[config.mk]
export PLATFORM = sky130hd
export DESIGN_NAME = x86_add_sub_flags_alu
export DESIGN_NICKNAME = d
export VERILOG_FILES = /design/src/rtl/x86as_pkg.sv /design/src/rtl/x86as_decode.sv /design/src/rtl/x86as_adder.sv /design/src/rtl/x86as_flags.sv /design/src/rtl/x86_add_sub_flags_alu.sv
export SDC_FILE = /design/constraint.sdc
export NUM_CORES = 1
export LEC_CHECK = 0
export ABC_CLOCK_PERIOD_IN_PS = 13870
export BUFFER_PORTS_ARGS = -buffer_cell sky130_fd_sc_hd__buf_2
export CAP_MARGIN = 40
export CORE_MARGIN = 2
export CORE_UTILIZATION = 35
export CTS_BUF_LIST = sky130_fd_sc_hd__clkbuf_8
export DETAILED_ROUTE_END_ITERATION = 16
export HOLD_SLACK_MARGIN = 0.12
export SLEW_MARGIN = 20
export SYNTH_ARGS = -nofsm -noshare
export SYNTH_HDL_FRONTEND = slang
export SYNTH_SLANG_ARGS = --single-unit
[constraint.sdc]
create_clock -name i_clk -period 13.87 [get_ports i_clk]
set_input_delay 2.774 -clock i_clk [delete_from_list [all_inputs] [get_ports i_clk]]
set_output_delay 2.774 -clock i_clk [all_outputs]
set_load 0.05 [all_outputs]
[src/rtl/x86as_pkg.sv]
`default_nettype none

package x86as_pkg;

    localparam int unsigned DataW = 64;

    typedef enum logic [1:0] {
        CMD_ADD = 2'd0,
        CMD_SUB = 2'd1,
        CMD_INC = 2'd2,
        CMD_SBB = 2'd3
    } t_cmd;

    typedef enum logic [1:0] {
        W8  = 2'd0,
        W16 = 2'd1,
        W32 = 2'd2,
        W64 = 2'd3
    } t_width;

    localparam logic [DataW-1:0] NibbleCarryBit = 64'h08;

    // Decoded operation leaving stage 1.
    typedef struct packed {
        t_cmd             cmd;
        t_width           width;
        logic             cin;
        logic [DataW-1:0] a;
        logic [DataW-1:0] b;
        logic [DataW-1:0] addend;
        logic             cadd;
    } t_s1;

    // Raw sum leaving stage 2.
    typedef struct packed {
        t_cmd             cmd;
        t_width           width;
        logic             cin;
        logic [DataW-1:0] a;
        logic [DataW-1:0] b;
        logic [DataW-1:0] res;
    } t_s2;

    // Final item.
    typedef struct packed {
        logic [DataW-1:0] res;
        logic             cf;
        logic             af;
        logic             of;
        logic             sf;
        logic             zf;
        logic             pf;
    } t_res;

    function automatic logic [DataW-1:0] width_mask(input t_width w);
        logic [DataW-1:0] m;
        case (w)
            W8:      m = 64'h0000_0000_0000_00ff;
            W16:     m = 64'h0000_0000_0000_ffff;
            W32:     m = 64'h0000_0000_ffff_ffff;
            W64:     m = 64'hffff_ffff_ffff_ffff;
            default: m = 64'hffff_ffff_ffff_ffff;
        endcase
        return m;
    endfunction

    // Top bit of a value at the operand width.
    function automatic logic top_bit(input logic [DataW-1:0] v, input t_width w);
        logic t;
        case (w)
            W8:      t = v[7];
            W16:     t = v[15];
            W32:     t = v[31];
            W64:     t = v[63];
            default: t = v[63];
        endcase
        return t;
    endfunction

    // Bit just below the top.
    function automatic logic next_bit(input logic [DataW-1:0] v, input t_width w);
        logic t;
        case (w)
            W8:      t = v[6];
            W16:     t = v[14];
            W32:     t = v[30];
            W64:     t = v[62];
            default: t = v[62];
        endcase
        return t;
    endfunction

endpackage

`default_nettype wire

[src/rtl/x86as_decode.sv]
`default_nettype none

module x86as_decode
    import x86as_pkg::*;
(
    input  wire logic             i_clk,
    input  wire logic             i_rst_n,
    input  wire logic             i_valid,
    input  wire t_cmd             i_cmd,
    input  wire t_width           i_width,
    input  wire logic [DataW-1:0] i_a,
    input  wire logic [DataW-1:0] i_b,
    input  wire logic             i_cin,
    output logic                  o_ready,
    output logic                  o_valid,
    output t_s1                   o_data,
    input  wire logic             i_ready
);

    logic             r_valid;
    t_s1              r_data;
    t_s1              n_data;
    logic [DataW-1:0] mask;
    logic [DataW-1:0] b_eff;
    logic             is_sub;

    assign o_ready = !r_valid || i_ready;

    always_comb begin
        mask   = width_mask(i_width);
        is_sub = (i_cmd == CMD_SUB) || (i_cmd == CMD_SBB);
        b_eff  = (i_cmd == CMD_INC) ? DataW'(1) : (i_b & mask);

        n_data.cmd    = i_cmd;
        n_data.width  = i_width;
        n_data.cin    = i_cin;
        n_data.a      = i_a & mask;
        n_data.b      = b_eff;
        // a - b - borrow == a + ~b + !borrow
        n_data.addend = is_sub ? (~b_eff & mask) : b_eff;
        n_data.cadd   = is_sub ? !((i_cmd == CMD_SBB) && i_cin) : 1'b0;
    end

    always_ff @(posedge i_clk) begin
        if (!i_rst_n) begin
            r_valid <= 1'b0;
        end else if (o_ready) begin
            r_valid <= i_valid;
        end
    end

    always_ff @(posedge i_clk) begin
        if (o_ready && i_valid) begin
            r_data <= n_data;
        end
    end

    assign o_valid = r_valid;
    assign o_data  = r_data;

endmodule

`default_nettype wire

[src/rtl/x86as_adder.sv]
`default_nettype none

module x86as_adder
    import x86as_pkg::*;
(
    input  wire logic i_clk,
    input  wire logic i_rst_n,
    input  wire logic i_valid,
    input  wire t_s1  i_data,
    output logic      o_ready,
    output logic      o_valid,
    output t_s2       o_data,
    input  wire logic i_ready
);

    logic             r_valid;
    t_s2              r_data;
    t_s2              n_data;
    logic [DataW-1:0] sum;

    assign o_ready = !r_valid || i_ready;

    always_comb begin
        sum = i_data.a + i_data.addend + DataW'(i_data.cadd);

        n_data.cmd   = i_data.cmd;
        n_data.width = i_data.width;
        n_data.cin   = i_data.cin;
        n_data.a     = i_data.a;
        n_data.b     = i_data.b;
        n_data.res   = sum & width_mask(i_data.width);
    end

    always_ff @(posedge i_clk) begin
        if (!i_rst_n) begin
            r_valid <= 1'b0;
        end else if (o_ready) begin
            r_valid <= i_valid;
        end
    end

    always_ff @(posedge i_clk) begin
        if (o_ready && i_valid) begin
            r_data <= n_data;
        end
    end

    assign o_valid = r_valid;
    assign o_data  = r_data;

endmodule

`default_nettype wire

[src/rtl/x86as_flags.sv]
`default_nettype none

module x86as_flags
    import x86as_pkg::*;
(
    input  wire logic i_clk,
    input  wire logic i_rst_n,
    input  wire logic i_valid,
    input  wire t_s2  i_data,
    output logic      o_ready,
    output logic      o_valid,
    output t_res      o_data,
    input  wire logic i_ready
);

    logic             r_valid;
    t_res             r_data;
    t_res             n_data;
    t_cmd             r_cmd;
    t_width           r_width;
    logic             r_cin;
    logic [DataW-1:0] chain;
    logic             is_sub;

    assign o_ready = !r_valid || i_ready;

    always_comb begin
        is_sub = (i_data.cmd == CMD_SUB) || (i_data.cmd == CMD_SBB);
        // carry / borrow out of every bit position
        if (is_sub) begin
            chain = (~i_data.a & i_data.b) | ((~i_data.a | i_data.b) & i_data.res);
        end else begin
            chain = (~i_data.res & (i_data.a | i_data.b)) | (i_data.a & i_data.b);
        end

        n_data.res = i_data.res;
        n_data.cf  = (i_data.cmd == CMD_INC) ? i_data.cin : top_bit(chain, i_data.width);
        n_data.af  = |(chain & NibbleCarryBit);
        n_data.of  = top_bit(chain, i_data.width) ^ next_bit(chain, i_data.width);
        n_data.sf  = top_bit(i_data.res, i_data.width);
        n_data.zf  = (i_data.res == '0);
        n_data.pf  = ~^i_data.res[7:0];
    end

    always_ff @(posedge i_clk) begin
        if (!i_rst_n) begin
            r_valid <= 1'b0;
        end else if (o_ready) begin
            r_valid <= i_valid;
        end
    end

    always_ff @(posedge i_clk) begin
        if (o_ready && i_valid) begin
            r_data  <= n_data;
            r_cmd   <= i_data.cmd;
            r_width <= i_data.width;
            r_cin   <= i_data.cin;
        end
    end

    assign o_valid = r_valid;
    assign o_data  = r_data;

    a_w8_upper_zero: assert property (@(posedge i_clk) disable iff (!i_rst_n)
        r_valid && (r_width == W8) |-> (r_data.res[DataW-1:8] == '0))
        else $error("8-bit result has upper bits set");

    a_w16_upper_zero: assert property (@(posedge i_clk) disable iff (!i_rst_n)
        r_valid && (r_width == W16) |-> (r_data.res[DataW-1:16] == '0))
        else $error("16-bit result has upper bits set");

    a_inc_keeps_cf: assert property (@(posedge i_clk) disable iff (!i_rst_n)
        r_valid && (r_cmd == CMD_INC) |-> (r_data.cf == r_cin))
        else $error("inc changed the carry flag");

    a_zero_consistent: assert property (@(posedge i_clk) disable iff (!i_rst_n)
        r_valid && r_data.zf |-> (!r_data.sf && r_data.pf))
        else $error("zero result with sign set or odd parity");

endmodule

`default_nettype wire

[src/rtl/x86_add_sub_flags_alu.sv]
// An accepted item passes through the decode, add and flags registers in turn.
// Throughput: one item per cycle while the output is not stalled.
// Ready ripples back through the three stages, so a bubble is filled at once,
// but a stalled result backs up the pipe and the input stalls once all three
// stages hold an item. The 64-bit adder in stage 2 sets the clock-path depth.
// Reset: synchronous, active low; clears all stage valid bits only.
`default_nettype none

module x86_add_sub_flags_alu
    import x86as_pkg::*;
(
    input  wire logic         i_clk,
    input  wire logic         i_rst_n,
    // input item stream
    input  wire logic         i_s_axis_tvalid,
    output logic              o_s_axis_tready,
    // [63:0] operand_a, [127:64] operand_b, [128] carry_in, [135:129] zero
    input  wire logic [135:0] i_s_axis_tdata,
    // [1:0] command, [3:2] width_code
    input  wire logic [3:0]   i_s_axis_tuser,
    // result item stream
    output logic              o_m_axis_tvalid,
    input  wire logic         i_m_axis_tready,
    // [63:0] result, [64] carry_flag, [65] adjust_flag, [66] overflow_flag,
    // [67] sign_flag, [68] zero_flag, [69] parity_flag, [71:70] zero
    output logic [71:0]       o_m_axis_tdata
);

    // stage 1 -> stage 2
    logic v1;
    logic rdy2;
    t_s1  d1;
    // stage 2 -> stage 3
    logic v2;
    logic rdy3;
    t_s2  d2;
    // stage 3 output register
    t_res d3;

    // Stage 1: mask operands to width, form adder addend and carry-in.
    x86as_decode u_decode (
        .i_clk   (i_clk),
        .i_rst_n (i_rst_n),
        .i_valid (i_s_axis_tvalid),
        .i_cmd   (t_cmd'(i_s_axis_tuser[1:0])),
        .i_width (t_width'(i_s_axis_tuser[3:2])),
        .i_a     (i_s_axis_tdata[63:0]),
        .i_b     (i_s_axis_tdata[127:64]),
        .i_cin   (i_s_axis_tdata[128]),
        .o_ready (o_s_axis_tready),
        .o_valid (v1),
        .o_data  (d1),
        .i_ready (rdy2)
    );

    // Stage 2: one 64-bit add; sub/sbb run as a + ~b + !borrow.
    x86as_adder u_adder (
        .i_clk   (i_clk),
        .i_rst_n (i_rst_n),
        .i_valid (v1),
        .i_data  (d1),
        .o_ready (rdy2),
        .o_valid (v2),
        .o_data  (d2),
        .i_ready (rdy3)
    );

    // Stage 3: carry chain rebuild and flag extraction; doubles as output reg.
    x86as_flags u_flags (
        .i_clk   (i_clk),
        .i_rst_n (i_rst_n),
        .i_valid (v2),
        .i_data  (d2),
        .o_ready (rdy3),
        .o_valid (o_m_axis_tvalid),
        .o_data  (d3),
        .i_ready (i_m_axis_tready)
    );

    assign o_m_axis_tdata = {2'b00, d3.pf, d3.zf, d3.sf, d3.of, d3.af, d3.cf, d3.res};

endmodule

`default_nettype wire
## After elaboration in Yosys (flattened, before gate mapping)

Index checks and enable logic that the tools add are counted.

| cells by class | value |
|---|---|
| equal/unequal tests | 15 |
| bitwise gates (word level) | 16 |
| $add $sub $neg | 2 |
| muxes and demuxes | 9 |
| reduce and logical (&&, ||, !) cells | 18 |

Operators by type and width:

| cell | number |
|---|---|
| 64-bit AND | 8 |
| 64-bit case mux with 4 select lines | 2 |
| 64-bit bitwise OR | 4 |
| 64-bit 2-to-1 mux | 3 |
| 64-bit inverter | 3 |
| 64-bit by 1-bit adder with 64-bit output | 1 |
| 64-bit adder | 1 |
| 64-bit zero test | 1 |
| 2-bit == test, second input constant | 10 |
| 1-bit case mux with 4 select lines | 3 |
| 2-bit by 1-bit == test with 1-bit output, second input constant | 5 |
| 8-bit XNOR reduction | 1 |
| 2-bit zero test | 3 |
| 1-bit logical OR | 5 |
| 1-bit logical AND | 4 |
| 1-bit zero test | 4 |
| 1-bit 2-to-1 mux | 1 |
| 1-bit bitwise XOR | 1 |

| storage, ports and cells | value |
|---|---|
| bits of input ports | 144 |
| word-level logic and storage cells | 83 |
| register bits after elaboration | 468 |
| output and inout bits | 74 |

## Longest topological paths before layout

| depth | value |
|---|---|
| word-level depth | 7 |
| gate-level depth with buffers | 11 |
| gate-level depth less buffers | 11 |

## Cells and area by module

From an unflattened synthesis, not the netlist that was laid out.

| unflattened totals | value |
|---|---|
| cell total of the unflattened synthesis | 1484 |
| area total of the unflattened synthesis | 20754.9 µm² |

By module, submodules not included:

| module | sequential area each (µm²) | cells an instance | instances | area each (µm²) |
|---|---|---|---|---|
| x86as_adder | 5935.7 | 764 | 1 | 9724.3 |
| x86as_decode | 5965.7 | 552 | 1 | 8205.4 |
| x86as_flags | 2122.0 | 165 | 1 | 2806.4 |
| x86_add_sub_flags_alu | 0.0 | 3 | 1 | 18.8 |

## Least setup slack after synthesis

OpenSTA, ideal clock, no wires.

| path | value |
|---|---|
| path kind | input to register |
| start point | in i_m_axis_tready |
| end point | reg u_decode.r_data (netlist bit u_decode.o_data[0]) (enable) |
| cell stages on the path | 2 |
| setup slack | 3.141 ns |
| buffers on the path | 0 |
| arrival time | 9.998 ns |
| required time | 13.139 ns |
| setup time | 0.731 ns |
| cells stage by stage | nor2b_1 a31oi_1 |

| on the way | value |
|---|---|
| word-level cells in the longest chain between the ends | 4 |

RTL lines:

| what | line | source |
|---|---|---|
| from (decl) | x86_add_sub_flags_alu.sv:23 | `input wire logic i_m_axis_tready,` |
| 1-bit logical OR | x86as_flags.sv:25 | `assign o_ready = !r_valid \|\| i_ready;` |
| 1-bit logical OR | x86as_adder.sv:21 | `assign o_ready = !r_valid \|\| i_ready;` |
| 1-bit logical OR | x86as_decode.sv:27 | `assign o_ready = !r_valid \|\| i_ready;` |
| 1-bit logical AND | x86as_decode.sv:53 | `if (o_ready && i_valid) begin` |
| to (signal assigned) | x86as_decode.sv:54 | `r_data <= n_data;` |
| to (decl) | x86as_decode.sv:21 | `t_s1 r_data;` |

No other way between the ends.
A chain may end at the register's enable or synchronous reset.

## Worst setup path after layout

| path | value |
|---|---|
| start point | in i_m_axis_tready |
| end point | out o_s_axis_tready |

| on the way | value |
|---|---|
| word-level cells in the longest chain between the ends | 3 |

RTL lines:

| what | line | source |
|---|---|---|
| 1-bit logical OR | x86as_flags.sv:25 |  |
| 1-bit logical OR | x86as_adder.sv:21 |  |
| 1-bit logical OR | x86as_decode.sv:27 |  |
| to (decl) | x86_add_sub_flags_alu.sv:16 | `output logic o_s_axis_tready,` |

No other way between the ends.

==> summary.txt <==
Synth
  • Post-Syn Instances: 1,261
  • Synthesis Warnings: 0
  • Seq/Total Area, Yosys: roughly 59%
  • Top-count cell post-synth: edfxtp_1
  • Post-synth EDFFs: 300
  • Area share of the largest cell type after synthesis: between 50% and 60%
  • Post-synth top flop: edfxtp_1
  • Synthesized flop and latch total: 303
  • Avg Synthesized Cell Area: about 12 µm²
  • Post-synth cell types: 73
  • Post-synth top cells: edfxtp_1 (300), nor2_1 (123), a21oi_1 (80)
  • Area leader, netlist: edfxtp_1
  • Post-synth ARST share: 0%
  • Synth Cell Area: 15,300 µm²
  • Largest cells by area after synthesis: edfxtp_1 (59%), ha_1 (5.4%), xnor2_1 (4.5%)

Clock network
  • Root Driver: clkbuf_8
  • Clock-pin slew on the worst setup and hold paths: approximately 0.060 ns
  • Worst skew pair latency: between 0.6 and 0.7 ns
  • CTS Hold Bufs: 0
  • Cts repair resizes: 0
  • Max Root-Sink Buffers: 3
  • CTS tree: yes
  • # Post-CTS Setup Buffers: 0
  • # clock sinks: 303
  • CTS Buf Count: 52
  • Max H-tree Level: 2

Routing
  • Antenna viol nets, final: 0
  • Vias per inst: between 4 and 5
  • Avg WL per Cell: around 19 µm
  • Violation count after the first detailed-route iteration: 680
  • DRC errors left: 0
  • Vias: 10,600
  • DRT Wirelength: around 40,000 µm
  • Detailed Routing Iterations Pass 1: 5

STA
  • Final hold violation count: 0
  • Slew @ Worst Pin: between 0.8 and 0.9 ns
  • Final TNS setup: 0 ns
  • Min cycle time layout: approximately 6.6 ns
  • Final setup viols: 0
  • Max Clock Freq: ~150 MHz
  • Final Hold Slack: 0.410 ns
  • Clock Skew: 0.0291 ns
  • Period utilization: a little under half
  • RSZ-0062 raised after global routing: false
  • Pins Over Slew Limit: 0
  • Slew headroom: around 43%

GRT
  • GRT overflow: 0
  • First-pass GRT wire length: roughly 60,000 µm
  • Total GRT Usage: roughly 18%
  • Largest net degree at the start of global routing: slightly above 60
  • Initial antenna violation count: 0
  • Vias in the first global route: ~10,000

Critical path
  • Largest stage delay, worst path: 0.57 ns
  • Startpoint Class: input pin
  • CP cell instances: buf_2, nor2b_1, nand3_1, buf_2
  • Critical path required time: around 11 ns
  • Crit Path Class: in2out
  • Worst-path fanout max: 6
  • Worst endpoint data arrival time: roughly 3.9 ns
  • Slowest CP cell: nor2b_1
  • Crit path capture type: output port
  • R2R depth: 11
  • Crit-path most repeated cell: buf_2

Power and ir drop
  • Cell Int Power: around 0.0017 W
  • Pwr dens: about 130 nW/µm²
  • Overall power: 0.00239 W
  • NetSw: 0.000687 W
  • Power share of the clock group: 33.5%
  • Leakage dissipation: roughly 7.1 nW
  • Sw Share: roughly 29%
  • Sequential Power Share: 47.2%
  • Combinational power share: about a fifth
  • Worst VDD drop: roughly 0.000063 V

Floorplan
  • Initial core utilization: between 30 and 40%
  • Die Area: approximately 45,000 µm²
  • Die X: 213 µm
  • I/O pin count: roughly 220
  • Core area: 43,200 µm²
  • Row count: 76
  • Die height: between 200 and 250 µm

Cells and area
  • Seq. cell area: 9070 µm²
  • Synth-to-Final Area Change: 18.5%
  • Non-Filler Instances: about 2,100
  • Share of cells above drive strength 1: a little over a fifth
  • Nets@finish: around 1,700
  • Design area: ~18,000 µm²
  • Multi-input logic area: between 5000 and 6000 µm²
  • Fillers: roughly 4,200

Outcome
  • Status: completed

Place
  • Placed instance count: between 2,000 and 2,500
  • Dpl hpwl: ~30,000 µm
  • # port buffers: ~210
  • GP Congestion: between 0.8 and 0.9
  • Cell Area, Placed: ~17,000 µm²

Worst hold path
  • Depth of the worst hold-timing path: 0
  • Hold Crit Class: reg2reg

Job
  • MaxCap Viol Count: 0
routing by layer:
layer,global-route usage [%],part of all wire [%],wire length (µm),up-vias
li1,-,-,-,5164
met3,4.00,5.9,2360,63
met1,23.7,45,18100,5043
met5,0,0,0,-
met2,28.2,47,18800,297
met4,5.53,2.3,933,0
cell families (layout without fill, tap and decap cells):
family | after synthesis | after routing | share of synthesized area (%)
XOR/XNOR | 100 | 100 | 5.71
AND/OR/NAND/NOR | 400 | 400 | 13.2
buffers and inverters | 91 | 357 | 2.28
other | 1 | 3 | 0.0245
AO/OA/AOI/OAI | 265 | 265 | 11.5
adder cells (fa/ha/maj) | 73 | 73 | 5.97
flip-flops | 303 | 303 | 59.1
multiplexers | 28 | 28 | 2.14
metrics by stage:
stage | util [%] | setup WS (ns)
floorplan | - | 3.14
global placement | 39.4 | 7.26
detailed placement | 39.7 | 7.23
CTS | 42.1 | 7.23
global route | 42.1 | 7.16
finish | 42.1 | 7.24
layout make-up:
class / count / share of cell area [%]
clock buffers: 55 / 4.17
multi-input cells: 868 / 32.8
inverters: 38 / 0.785
diodes: 1 / 0.0138
flip-flops and latches: 303 / 49.9
well taps: 585 / 4.03
clock inverters: 41 / 1.51
repair buffers: 223 / 6.83
state kept, by name, summed over array words and instances, names as in the netlist:
signal	cells
u_adder.o_valid	1
u_decode.o_valid	1
u_flags.o_valid	1
u_decode.o_data	143
u_adder.o_data	87
u_flags.o_data	70
worst max-delay path, delay by kind of cell:
family	cells	cell delay [ns]
AND/OR/NAND/NOR	2	0.74
buffers and inverters	2	0.34
power groups by stage:
stage	Clock [W]	Combinational [W]	Sequential, W
3_5_place_dp	0	0.000458	0.00115
2_1_floorplan	0	0.000308	0.00116
3_3_place_gp	0	0.000452	0.00114
6_report	0.000799	0.000461	0.00112
4_1_cts	0.000831	0.000460	0.00113
5_1_grt	0.000870	0.000509	0.00113
placed cells by master (no fill, tap or decap), drive strengths merged, types with 36 or more instances in the layout:
cell type / n
edfxtp: 300
o21ai: 44
xnor2: 78
and3: 42
buf: 223
ha: 66
nand2: 73
and2: 36
inv: 54
a21oi: 80
clkbuf: 55
nor2: 123
a21o: 39
final timing paths:
| path | startpoint | to | slack (ns) |
|---|---|---|---|
| worst min-delay path | u_decode.o_data[95] | u_adder.o_data[94] | 0.41 |
| worst max register to register | u_decode.o_data[0] | u_adder.o_data[60] | 9.63 |
| worst max-delay path | i_m_axis_tready | o_s_axis_tready | 7.24 |
| worst min register to register | u_decode.o_data[95] | u_adder.o_data[94] | 0.41 |
Power figures use the tool's default switching activity.
